## config.mk

```make
export PLATFORM = sky130hd
export DESIGN_NAME = protobuf_wire_field_scanner
export DESIGN_NICKNAME = d
export VERILOG_FILES = /design/src/sv/pbwfs_pkg.sv /design/src/sv/protobuf_wire_field_scanner.sv /design/src/sv/pbwfs_core.sv
export VERILOG_INCLUDE_DIRS = /design/src /design/src/sv
export SDC_FILE = /design/constraint.sdc
export NUM_CORES = 1
export LEC_CHECK = 0
export BUFFER_PORTS_ARGS = -buffer_cell sky130_fd_sc_hd__buf_2
export CORE_MARGIN = 2
export CORE_UTILIZATION = 55
export CTS_CLUSTER_DIAMETER = 150
export DETAILED_ROUTE_END_ITERATION = 10
export GPL_TIMING_DRIVEN = 0
export PLACE_DENSITY = 0.74
export SLEW_MARGIN = 20
export SYNTH_ARGS = -nofsm -noshare
export SYNTH_HDL_FRONTEND = slang
export SYNTH_SLANG_ARGS = --single-unit
```

## constraint.sdc

```tcl
create_clock -name clk -period 19.1 [get_ports clk]
set_clock_uncertainty 0.1 [all_clocks]
set_input_delay 5.73 -clock clk [delete_from_list [all_inputs] [get_ports clk]]
set_output_delay 5.73 -clock clk [all_outputs]
set_load 0.02 [all_outputs]
```

## src/sv/protobuf_wire_field_scanner_assert.svh

```systemverilog
// ---------------------------------------------------------------------------
// Protobuf wire field scanner assertion macros
// Concurrent assertion wrappers; they expand to nothing in synthesis builds.
// ---------------------------------------------------------------------------
`ifndef PROTOBUF_WIRE_FIELD_SCANNER_ASSERT_SVH
`define PROTOBUF_WIRE_FIELD_SCANNER_ASSERT_SVH
`ifndef SYNTH
// checked only outside reset
`define PBWFS_ASSERT(label, prop, msg) \
  label: assert property (@(posedge clk) disable iff (!rst_n) prop) else $error(msg);
// checked at every edge, reset included
`define PBWFS_ASSERT_ANY(label, prop, msg) \
  label: assert property (@(posedge clk) prop) else $error(msg);
`else
`define PBWFS_ASSERT(label, prop, msg)
`define PBWFS_ASSERT_ANY(label, prop, msg)
`endif
`endif

```

## src/sv/pbwfs_pkg.sv

```systemverilog
// ---------------------------------------------------------------------------
// pbwfs_pkg
// Request types and code constants shared by the protobuf field scanner.
// ---------------------------------------------------------------------------
package pbwfs_pkg;

  typedef struct packed {
    logic [7:0] data_byte;
    logic       end_of_buffer;
  } pbwfs_in_t;

  typedef struct packed {
    logic [1:0]  kind;
    logic [31:0] field_id;
    logic [2:0]  wire_kind;
    logic [63:0] value;
    logic [1:0]  error_code;
  } pbwfs_out_t;

  // result kinds
  localparam logic [1:0] KIND_SCALAR  = 2'd0;
  localparam logic [1:0] KIND_HEADER  = 2'd1;
  localparam logic [1:0] KIND_PAYLOAD = 2'd2;
  localparam logic [1:0] KIND_ERROR   = 2'd3;

  // error codes
  localparam logic [1:0] ERR_NONE      = 2'd0;
  localparam logic [1:0] ERR_VAR_LONG  = 2'd1;
  localparam logic [1:0] ERR_BAD_WIRE  = 2'd2;
  localparam logic [1:0] ERR_TRUNCATED = 2'd3;

  // wire types
  localparam logic [2:0] WIRE_VARINT = 3'd0;
  localparam logic [2:0] WIRE_FIX64  = 3'd1;
  localparam logic [2:0] WIRE_LEN    = 3'd2;
  localparam logic [2:0] WIRE_FIX32  = 3'd5;

  // index of the tenth varint byte, where only bit 0 counts
  localparam logic [3:0] VAR_LAST_IDX = 4'd9;
  localparam logic [3:0] FIX64_BYTES  = 4'd8;
  localparam logic [3:0] FIX32_BYTES  = 4'd4;

endpackage

```

## src/sv/protobuf_wire_field_scanner.sv

```systemverilog
// ---------------------------------------------------------------------------
// protobuf_wire_field_scanner
// Streaming protobuf wire-format decoder, one encoded byte per request.
// ---------------------------------------------------------------------------
// Input channel (in_valid / in_stall / in_item): one buffer byte per request,
// end_of_buffer set on the last byte of a buffer.
// Result channel (out_valid / out_stall / out_item): at most one result per
// byte: a finished scalar field, a length header, a payload byte or an error.
// A byte accepted into the byte register is decoded there and its result is
// loaded into the result register, which drives out_item, once it can take it.
// Throughput is one byte per cycle: the byte register feeds the decode logic
// and the result register; a new byte is taken every cycle unless both hold
// a request while the receiver stalls.
// Reset (synchronous, rst_n low) empties both registers and returns the
// parser to expect a tag. While out_stall is high a held result stays, the
// input register takes one more byte if it is empty, then in_stall rises.
// After an error, bytes are dropped with no result until end_of_buffer.
// ---------------------------------------------------------------------------
module protobuf_wire_field_scanner import pbwfs_pkg::*; (
  input  logic       clk,
  input  logic       rst_n,
  input  logic       in_valid,
  output logic       in_stall,
  input  pbwfs_in_t  in_item,
  output logic       out_valid,
  input  logic       out_stall,
  output pbwfs_out_t out_item
);

  logic       s1_valid_r, s1_valid_nxt;
  pbwfs_in_t  s1_item_r;
  logic       out_valid_r, out_valid_nxt;
  pbwfs_out_t out_item_r;
  logic       advance;
  logic       res_valid;
  pbwfs_out_t res_item;

  // decode the held byte whenever the result register can take its output
  assign advance  = s1_valid_r && (!out_valid_r || !out_stall);
  assign in_stall = s1_valid_r && !advance;

  assign s1_valid_nxt  = in_stall ? s1_valid_r : in_valid;
  assign out_valid_nxt = (advance && res_valid) ? 1'b1
                       : (out_stall ? out_valid_r : 1'b0);

  pbwfs_core u_core (
    .clk      (clk),
    .rst_n    (rst_n),
    .step     (advance),
    .in_item  (s1_item_r),
    .res_valid(res_valid),
    .res_item (res_item)
  );

  always_ff @(posedge clk) begin
    if (!rst_n) begin
      s1_valid_r  <= 1'b0;
      out_valid_r <= 1'b0;
    end else begin
      s1_valid_r  <= s1_valid_nxt;
      out_valid_r <= out_valid_nxt;
    end
  end

  always_ff @(posedge clk) begin
    if (in_valid && !in_stall) begin
      s1_item_r <= in_item;
    end
    if (advance && res_valid) begin
      out_item_r <= res_item;
    end
  end

  assign out_valid = out_valid_r;
  assign out_item  = out_item_r;

endmodule

```

## src/sv/pbwfs_core.sv

```systemverilog
// ---------------------------------------------------------------------------
// pbwfs_core
// Parse state and per-byte decode: one request is consumed per step.
// ---------------------------------------------------------------------------
`include "protobuf_wire_field_scanner_assert.svh"

module pbwfs_core import pbwfs_pkg::*; (
  input  logic       clk,
  input  logic       rst_n,
  input  logic       step,
  input  pbwfs_in_t  in_item,
  output logic       res_valid,
  output pbwfs_out_t res_item
);

  typedef enum logic [2:0] {
    PH_TAG     = 3'd0,
    PH_VARINT  = 3'd1,
    PH_FIX64   = 3'd2,
    PH_FIX32   = 3'd3,
    PH_LENGTH  = 3'd4,
    PH_PAYLOAD = 3'd5
  } phase_t;

  phase_t      phase_r, phase_nxt;
  logic [63:0] acc_r, acc_nxt;
  logic [3:0]  byte_count_r, byte_count_nxt;
  logic [31:0] field_r, field_nxt;
  logic [2:0]  wire_r, wire_nxt;
  logic [63:0] remain_r, remain_nxt;
  logic        failed_r, failed_nxt;

  logic [7:0]  b;
  logic        eob;
  logic [6:0]  var_shamt;
  logic [63:0] var_acc;
  logic        var_more;
  logic        var_long;
  logic [63:0] fix_acc;
  logic [3:0]  fix_count;
  logic [3:0]  fix_limit;
  logic [63:0] remain_dec;
  logic [31:0] tag_field;
  logic [2:0]  tag_wire;
  logic        do_fail;
  logic [1:0]  fail_code;
  logic [31:0] fail_field;
  logic [2:0]  fail_wire;

  assign b   = in_item.data_byte;
  assign eob = in_item.end_of_buffer;

  // varint group: 7 * byte_count bit offset, tenth byte lands in bit 63
  assign var_shamt = 7'({byte_count_r, 3'b000}) - 7'(byte_count_r);
  assign var_acc   = (byte_count_r < VAR_LAST_IDX)
                   ? (acc_r | ({57'd0, b[6:0]} << var_shamt[5:0]))
                   : (acc_r | {b[0], 63'd0});
  assign var_more  = b[7];
  assign var_long  = b[7] && (byte_count_r >= VAR_LAST_IDX);

  // little-endian fixed bytes
  assign fix_acc   = acc_r | ({56'd0, b} << {byte_count_r[2:0], 3'b000});
  assign fix_count = byte_count_r + 4'd1;
  assign fix_limit = (phase_r == PH_FIX64) ? FIX64_BYTES : FIX32_BYTES;

  assign remain_dec = remain_r - 64'd1;
  assign tag_field  = var_acc[34:3];
  assign tag_wire   = var_acc[2:0];

  always_comb begin
    phase_nxt      = phase_r;
    acc_nxt        = acc_r;
    byte_count_nxt = byte_count_r;
    field_nxt      = field_r;
    wire_nxt       = wire_r;
    remain_nxt     = remain_r;
    failed_nxt     = failed_r;
    res_valid      = 1'b0;
    res_item       = '0;
    do_fail        = 1'b0;
    fail_code      = ERR_NONE;
    fail_field     = field_r;
    fail_wire      = wire_r;

    if (failed_r) begin
      // drop bytes until the buffer ends
      if (eob) begin
        phase_nxt      = PH_TAG;
        acc_nxt        = '0;
        byte_count_nxt = '0;
        remain_nxt     = '0;
        field_nxt      = '0;
        wire_nxt       = '0;
        failed_nxt     = 1'b0;
      end
    end else begin
      unique case (phase_r)
        PH_TAG: begin
          if (var_long) begin
            do_fail    = 1'b1;
            fail_code  = ERR_VAR_LONG;
            fail_field = '0;
            fail_wire  = '0;
          end else if (var_more) begin
            if (eob) begin
              do_fail    = 1'b1;
              fail_code  = ERR_TRUNCATED;
              fail_field = '0;
              fail_wire  = '0;
            end else begin
              acc_nxt        = var_acc;
              byte_count_nxt = byte_count_r + 4'd1;
            end
          end else begin
            field_nxt      = tag_field;
            wire_nxt       = tag_wire;
            acc_nxt        = '0;
            byte_count_nxt = '0;
            fail_field     = tag_field;
            fail_wire      = tag_wire;
            unique case (tag_wire)
              WIRE_VARINT: phase_nxt = PH_VARINT;
              WIRE_FIX64:  phase_nxt = PH_FIX64;
              WIRE_LEN:    phase_nxt = PH_LENGTH;
              WIRE_FIX32:  phase_nxt = PH_FIX32;
              default: begin
                do_fail   = 1'b1;
                fail_code = ERR_BAD_WIRE;
              end
            endcase
            if (!do_fail && eob) begin
              do_fail   = 1'b1;
              fail_code = ERR_TRUNCATED;
            end
          end
        end

        PH_VARINT, PH_LENGTH: begin
          if (var_long) begin
            do_fail   = 1'b1;
            fail_code = ERR_VAR_LONG;
          end else if (var_more) begin
            if (eob) begin
              do_fail   = 1'b1;
              fail_code = ERR_TRUNCATED;
            end else begin
              acc_nxt        = var_acc;
              byte_count_nxt = byte_count_r + 4'd1;
            end
          end else if (phase_r == PH_VARINT || var_acc == '0) begin
            // scalar done, or empty length-delimited field
            phase_nxt      = PH_TAG;
            acc_nxt        = '0;
            byte_count_nxt = '0;
            remain_nxt     = '0;
            res_valid      = 1'b1;
            res_item.kind  = (phase_r == PH_VARINT) ? KIND_SCALAR : KIND_HEADER;
            res_item.field_id  = field_r;
            res_item.wire_kind = wire_r;
            res_item.value     = var_acc;
          end else if (eob) begin
            do_fail   = 1'b1;
            fail_code = ERR_TRUNCATED;
          end else begin
            phase_nxt      = PH_PAYLOAD;
            acc_nxt        = '0;
            byte_count_nxt = '0;
            remain_nxt     = var_acc;
            res_valid      = 1'b1;
            res_item.kind      = KIND_HEADER;
            res_item.field_id  = field_r;
            res_item.wire_kind = wire_r;
            res_item.value     = var_acc;
          end
        end

        PH_FIX64, PH_FIX32: begin
          if (fix_count >= fix_limit) begin
            phase_nxt      = PH_TAG;
            acc_nxt        = '0;
            byte_count_nxt = '0;
            remain_nxt     = '0;
            res_valid      = 1'b1;
            res_item.kind      = KIND_SCALAR;
            res_item.field_id  = field_r;
            res_item.wire_kind = wire_r;
            res_item.value     = fix_acc;
          end else if (eob) begin
            do_fail   = 1'b1;
            fail_code = ERR_TRUNCATED;
          end else begin
            acc_nxt        = fix_acc;
            byte_count_nxt = fix_count;
          end
        end

        PH_PAYLOAD: begin
          if (remain_dec == '0) begin
            phase_nxt      = PH_TAG;
            acc_nxt        = '0;
            byte_count_nxt = '0;
            remain_nxt     = '0;
            res_valid      = 1'b1;
          end else if (eob) begin
            do_fail   = 1'b1;
            fail_code = ERR_TRUNCATED;
          end else begin
            remain_nxt = remain_dec;
            res_valid  = 1'b1;
          end
          res_item.kind      = KIND_PAYLOAD;
          res_item.field_id  = field_r;
          res_item.wire_kind = wire_r;
          res_item.value     = {56'd0, b};
        end

        default: begin
          phase_nxt      = PH_TAG;
          acc_nxt        = '0;
          byte_count_nxt = '0;
          remain_nxt     = '0;
        end
      endcase

      if (do_fail) begin
        phase_nxt      = PH_TAG;
        acc_nxt        = '0;
        byte_count_nxt = '0;
        remain_nxt     = '0;
        failed_nxt     = !eob;
        res_valid      = 1'b1;
        res_item       = '0;
        res_item.kind       = KIND_ERROR;
        res_item.field_id   = fail_field;
        res_item.wire_kind  = fail_wire;
        res_item.error_code = fail_code;
      end
    end
  end

  always_ff @(posedge clk) begin
    if (!rst_n) begin
      phase_r      <= PH_TAG;
      acc_r        <= '0;
      byte_count_r <= '0;
      field_r      <= '0;
      wire_r       <= '0;
      remain_r     <= '0;
      failed_r     <= 1'b0;
    end else if (step) begin
      phase_r      <= phase_nxt;
      acc_r        <= acc_nxt;
      byte_count_r <= byte_count_nxt;
      field_r      <= field_nxt;
      wire_r       <= wire_nxt;
      remain_r     <= remain_nxt;
      failed_r     <= failed_nxt;
    end
  end

  `PBWFS_ASSERT_ANY(a_reset_idle, !rst_n |=> (!failed_r && phase_r == PH_TAG), "reset busy")
  `PBWFS_ASSERT(a_fail_idle, failed_r |-> (phase_r == PH_TAG && byte_count_r == 4'd0), "open")
  `PBWFS_ASSERT(a_count_range, byte_count_r <= VAR_LAST_IDX, "byte count out of range")
  `PBWFS_ASSERT(a_payload_left, phase_r == PH_PAYLOAD |-> remain_r != 64'd0, "payload empty")
  `PBWFS_ASSERT(a_err_clean, (res_valid && res_item.kind == KIND_ERROR) |-> res_item.value == '0, "value")

endmodule
```

Word-level counts from Yosys, hierarchy flattened. Cells that the tools add are included.

Register bits after elaboration: 285. Bits of input ports: 13. Output and inout port bits: 105. Word-level logic and storage cells: 197.

Add/sub/neg operators: 3. Magnitude comparators: 3. Equal/unequal tests: 24. Shifts and indexed selects: 2. Multiplexer cells: 116. Bitwise operators: 4. Reduce and logical (&&, ||, !) cells: 29.

Operator list (number): 64-bit two-way mux (23); 64-bit case mux with 4 select lines (2); 101-bit two-way mux (3); 101-bit case mux with 3 select lines (1); 32-bit two-way mux (8); 64-bit OR (3); 64-bit zero test (2); 103-bit two-way mux (1); 100-bit two-way mux (1); 99-bit two-way mux (1); 7-bit by 6-bit left shift with 64-bit output (1); 8-bit by 6-bit left shift with 64-bit output (1); 64-bit by 1-bit subtractor with 64-bit output (second input constant) (1); 3-bit two-way mux (19); 4-bit two-way mux (13); 1-bit two-way mux (28); 3-bit case mux with 4 select lines (2); 2-bit two-way mux (10); 4-bit case mux with 4 select lines (1); 5-bit by 2-bit inequality test with 1-bit output (second input constant) (3); 10-bit AND reduction (1); 3-bit by 2-bit equality test with 1-bit output (second input constant) (3); 3-bit equality test (second input constant) (3); 4-bit by 1-bit inequality test with 1-bit output (second input constant) (2); other kinds (28) (48).

Logic depth before layout (Yosys ltp).
Depth in word-level cells: 22. Depth in mapped cells: 21. Depth with buffers taken out: 14.

Cells and area by module. From an unflattened synthesis, not the netlist that was laid out.

Cells, all modules: 1891. Area, all modules: 16721.0 sq um.

By module, submodules not included: pbwfs_core (instances 1, cells an instance 1769, area each 13266.5 sq um, seq. area each 3423.3 sq um); protobuf_wire_field_scanner (instances 1, cells an instance 122, area each 3454.6 sq um, seq. area each 3403.3 sq um).

Least setup slack after synthesis. OpenSTA, ideal clock, no wires.

Path type: input -> register. Start point: in out_stall. End point: reg out_item_r (netlist bit out_item[0]) (enable). Library setup time: 0.691 ns. Arrival: 12.881 ns. Data required time: 18.309 ns. Path slack: 5.428 ns. Stages: 3. Path buffers: 0. Cell sequence: nand2_1 -> nand2_1 -> nor3_1.

Longest elaborated chain between the ends: 4.

RTL lines: start, declared (RTL line protobuf_wire_field_scanner.sv:26) `input logic out_stall,`; 1-bit zero test (RTL line protobuf_wire_field_scanner.sv:39) `assign advance = s1_valid_r && (!out_valid_r || !out_stall);`; 1-bit logical OR (RTL line protobuf_wire_field_scanner.sv:39); 1-bit logical AND (RTL line protobuf_wire_field_scanner.sv:39); 1-bit logical AND (RTL line protobuf_wire_field_scanner.sv:69) `if (advance && res_valid) begin`; end signal, assigned (RTL line protobuf_wire_field_scanner.sv:70) `out_item_r <= res_item;`; end, declared (RTL line protobuf_wire_field_scanner.sv:33) `pbwfs_out_t out_item_r;`.

No other way between the ends. A chain may end at the register's enable or synchronous reset.

Final worst setup path.
Start point: in out_stall. End point: out in_stall.

Longest elaborated chain between the ends: 5.

RTL lines: 1-bit zero test (RTL line protobuf_wire_field_scanner.sv:39); 1-bit logical OR (RTL line protobuf_wire_field_scanner.sv:39); 1-bit logical AND (RTL line protobuf_wire_field_scanner.sv:39); 1-bit zero test (RTL line protobuf_wire_field_scanner.sv:40) `assign in_stall = s1_valid_r && !advance;`; 1-bit logical AND (RTL line protobuf_wire_field_scanner.sv:40); end, declared (RTL line protobuf_wire_field_scanner.sv:23) `output logic in_stall,`.

No other way between the ends.

==> parameters.txt <==
Parameter                              Value

Detailed routing
  Total detailed-routing wirelength    70350 um
  Vias/cell    around 7.3
  Vias after detailed routing    17195
  DRC Markers    0
  Remaining number of nets flagged by the antenna check after routing    0
  DRT Pass-1 Iters    7
  Violation count after the first detailed-route iteration    3352
  WL per Instance    29.97 um

Final layout
  Net count, final    about 2000
  Post-layout instance count excluding filler cells    2347
  Fraction of final layout cells sized beyond drive strength 1    14.39%
  Layout filler cell count    2417
  Post-layout utilization of the core    63.90%
  Storage element area    6827 um^2
  Total area of multi-input combinational cells    ~8600 um^2
  Final standard cell area without fillers    18340 um^2
  Layout Area Growth over Synthesis    14.28%

STA
  RSZ-0062 raised after global routing    no
  Max-Slew Margin vs Limit    8.692%
  Transition time of the tightest slew-check pin    1363 ps
  Final Hold Fails    0
  F_max    0.08316 GHz
  Fin. max-slew vios    0
  Setup Viol. Count Final    0
  Final setup TNS    0 ps
  Final min period    between 10000 and 15000 ps
  Final worst-path cycle share    62.96%

Pwr
  Switching power summed over all nets    399.2 uW
  Cell Int Power    1.030 mW
  Combinational group share of total power    between 10 and 15%
  Peak supply drop    about 0.072 mV
  Clock group share of total power    42.9%
  Standby leakage power    6.405 nW
  Proportion of total power due to net switching    between 20% and 30%
  Power per unit of standard cell area    77.94 nW/um^2
  Sequential share of power    45.6%

Floorplanning
  I/O Pins    118
  Height of the die    approximately 170 um
  Core region area    about 29000 um^2
  Initial cell density of the core    55.91%
  Die area    30560 um^2
  Placement row count    62
  Die X-Extent    174.8 um

Min path
  Hold Path Class    register to register
  Hold Crit Endpoint    u_core.acc_r[58]$_SDFFE_PN0P_
  Hold Path Origin    u_core.acc_r[58]$_SDFFE_PN0P_
  Depth of the worst hold-timing path    2

Critical path
  Critical path origin    out_stall
  Category of the worst setup path capture point    primary output
  Launching element type of the critical path    input port
  Required time of the critical path    roughly 13000 ps
  CP max stage cell    and3_1
  Classification of the worst setup path    input port to primary output
  Crit path max fanout    3
  Depth of the worst register-to-register path    22
  Cells along the critical path    buf_2 -> and3_1 -> buf_2
  Longest individual stage delay on the worst path    190 ps
  FF-to-FF End    out_item[43]$_SDFFCE_PN0P_
  Setup slack on the worst flop-to-flop path    10390 ps
  CP most frequent cell    buf_2
  WP data arrival    6190 ps
  Reg2Reg Launch Point    u_core.byte_count_r[3]$_SDFFE_PN0P_

Synth
  Number of synthesized flops with an enable pin    112
  Share of synthesized registers carrying an async set or reset    0%
  Count of state elements after synthesis    285
  Total number of yosys warnings    0
  Average footprint of a synthesized cell    9.041 um^2
  Count of different cell masters after synthesis    91
  Number of nets produced by synthesis    1797
  Synthesized netlist cell count    1775
  Combined area of all synthesized cells    16050 um^2
  Most frequently used flop master after synthesis    dfxtp_1
  Sequential-to-total area share from yosys stat    42.54%

Clock tree
  Number of H-tree levels    1
  Root buffer cell    clkbuf_16
  Hold buffers post-CTS    0
  Clk pin slew, worst setup/hold paths    roughly 60 ps
  Number of clock sinks    about 290
  Num CTS Buffers    30
  Setup bufs post-CTS    0
  Largest buffer count on any clock path    3
  Post-cts repair resize count    0
  CTS tree    done
  Clock network latency to the later pin of the worst-skew pair    600 ps

GRT
  Number of global-route vias before repair    about 16000
  Global-route usage over all layers    44.57%
  Number of antenna violations at the first check in global routing    3
  Global-route wire length before repair    101600 um
  Pin count of the biggest net entering global routing    17
  Congestion Overflow GR    0

Place
  # placed instances    2288
  Total half-perimeter wirelength after legalization and detailed placement    51950 um
  Port bufs    117
  Gp weighted congestion    1.069
  Placed cell areas    17280 um^2

Run status
  Result of the run    finished, final reports clean

Flow run
  Maxcap violations    0
[stage by stage]
step | total power [mW] | hold WS (ps) | worst slack [ps]
floorplan | 0.7565 | 355.9 | 5428
global placement | 0.8178 | 367.0 | 2952
detailed placement | 0.8186 | 373.3 | 7077
CTS | 1.417 | 392.9 | 7076
global route | 1.451 | 421.9 | 7031
finish | 1.429 | 397.9 | 7075
[layer usage]
| layer | up-vias | wire [um] | global-route usage (%) | part of all wire (%) |
|---|---|---|---|---|
| li1 | 7158 | - | - | - |
| met1 | 8142 | 27110 | 61.45 | 39 |
| met2 | 1564 | 28150 | 62.78 | 40 |
| met3 | 327 | 10310 | 13.73 | 15 |
| met4 | 4 | 4756 | 23.19 | 6.8 |
| met5 | - | 27 | 0 | 0.038 |
[cell type report]
type | instances | area share [%]
Antenna cell | 3 | 0.04093
Buffer | 152 | 3.500
Clock buffer | 37 | 4.400
Clock inverter | 19 | 1.208
Inverter | 14 | 0.2865
Multi-Input combinational cell | 1324 | 47.00
Sequential cell | 285 | 37.22
Tap cell | 384 | 2.620
Timing Repair Buffer | 129 | 3.725
[worst max path at each step]
stage,slack [ps],end,cells past startpoint
finish,7080,in_stall,3
global route,7030,in_stall,3
CTS,7080,in_stall,3
detailed placement,7080,in_stall,3
global placement,2950,out_item[43]$_SDFFCE_PN0P_,15
floorplan,5430,out_item[0]$_SDFFCE_PP0P_,3
[state kept, by name, indices dropped and copies added (netlist names), 3 cells and up]
signal and count:
u_core.acc_r 64, u_core.field_r 32, out_item 103, u_core.wire_r 3, s1_item_r 9, u_core.byte_count_r 4, u_core.phase_r 3, u_core.remain_r 64
[synthesized netlist by cell type, types with 11 or more instances]
cell	n	share of area, %
o22a_1	47	2.6
a22o_1	58	3.2
inv_1	13	0.30
nor2b_1	25	0.97
nand3_1	21	0.65
buf_2	24	0.75
nand2_1	134	3.1
nor2_1	166	3.9
o2bb2ai_2	17	1.6
nor4_1	38	1.5
a22oi_1	27	1.3
and2_1	45	1.8
o21a_1	13	0.61
o221ai_1	38	2.1
nand2b_1	11	0.43
xor2_1	20	1.1
nand4_1	27	1.1
edfxtp_1	112	21
a31oi_1	37	1.4
or3_1	16	0.62
a21oi_1	125	3.9
dfxtp_1	173	22
nor3_1	40	1.2
o21ai_0	94	2.9
o22ai_1	50	1.9
xnor2_1	39	2.1
and3_1	15	0.58
o2bb2ai_1	25	1.4
or4_1	19	0.89
clkbuf_1	117	2.7
[placed cells by master (no fill, tap or decap), drive strengths merged, types with 8 or more instances in the layout]
cell,count
buf,164
nor3,41
o21ai,99
o22a,47
and3,15
dfxtp,173
nor3b,9
or4,21
nor2b,25
nand2,134
xor2,20
a22o,58
ha,9
clkbuf,154
a31oi,37
xnor2,39
nand4,28
nor2,167
a21oi,125
a22oi,27
inv,17
nand3,21
nand2b,11
edfxtp,112
clkinv,9
o221ai,38
o2bb2ai,42
o22ai,50
or3,16
a211oi,8
nor4,41
o21a,13
mux2,9
and2,47
[power by group through the flow]
stage / clock (mW) / combinational, mW / sequential, mW
2_1_floorplan: 0 / 0.0725 / 0.684
3_3_place_gp: 0 / 0.149 / 0.669
3_5_place_dp: 0 / 0.154 / 0.665
4_1_cts: 0.610 / 0.155 / 0.652
5_1_grt: 0.631 / 0.166 / 0.653
6_report: 0.614 / 0.164 / 0.652
[logic make-up (layout without fill, tap and decap cells)]
group | count (synthesis) | in the layout | share of synthesized area, %
mux | 17 | 17 | 1.442
flops | 285 | 285 | 42.54
xor+xnor | 59 | 59 | 3.220
other cells | 0 | 3 | 0
compound gates | 627 | 627 | 28.06
simple gates | 612 | 612 | 19.71
buf+inv | 166 | 351 | 4.327
fa+ha+maj | 9 | 9 | 0.7017
[worst max-delay path: cells and delay by family]
| family | cells | cell delay (ps) |
|---|---|---|
| and+or+nand+nor | 1 | 190 |
| buffers and inverters | 2 | 270 |
Power figures use the tool's default switching activity.
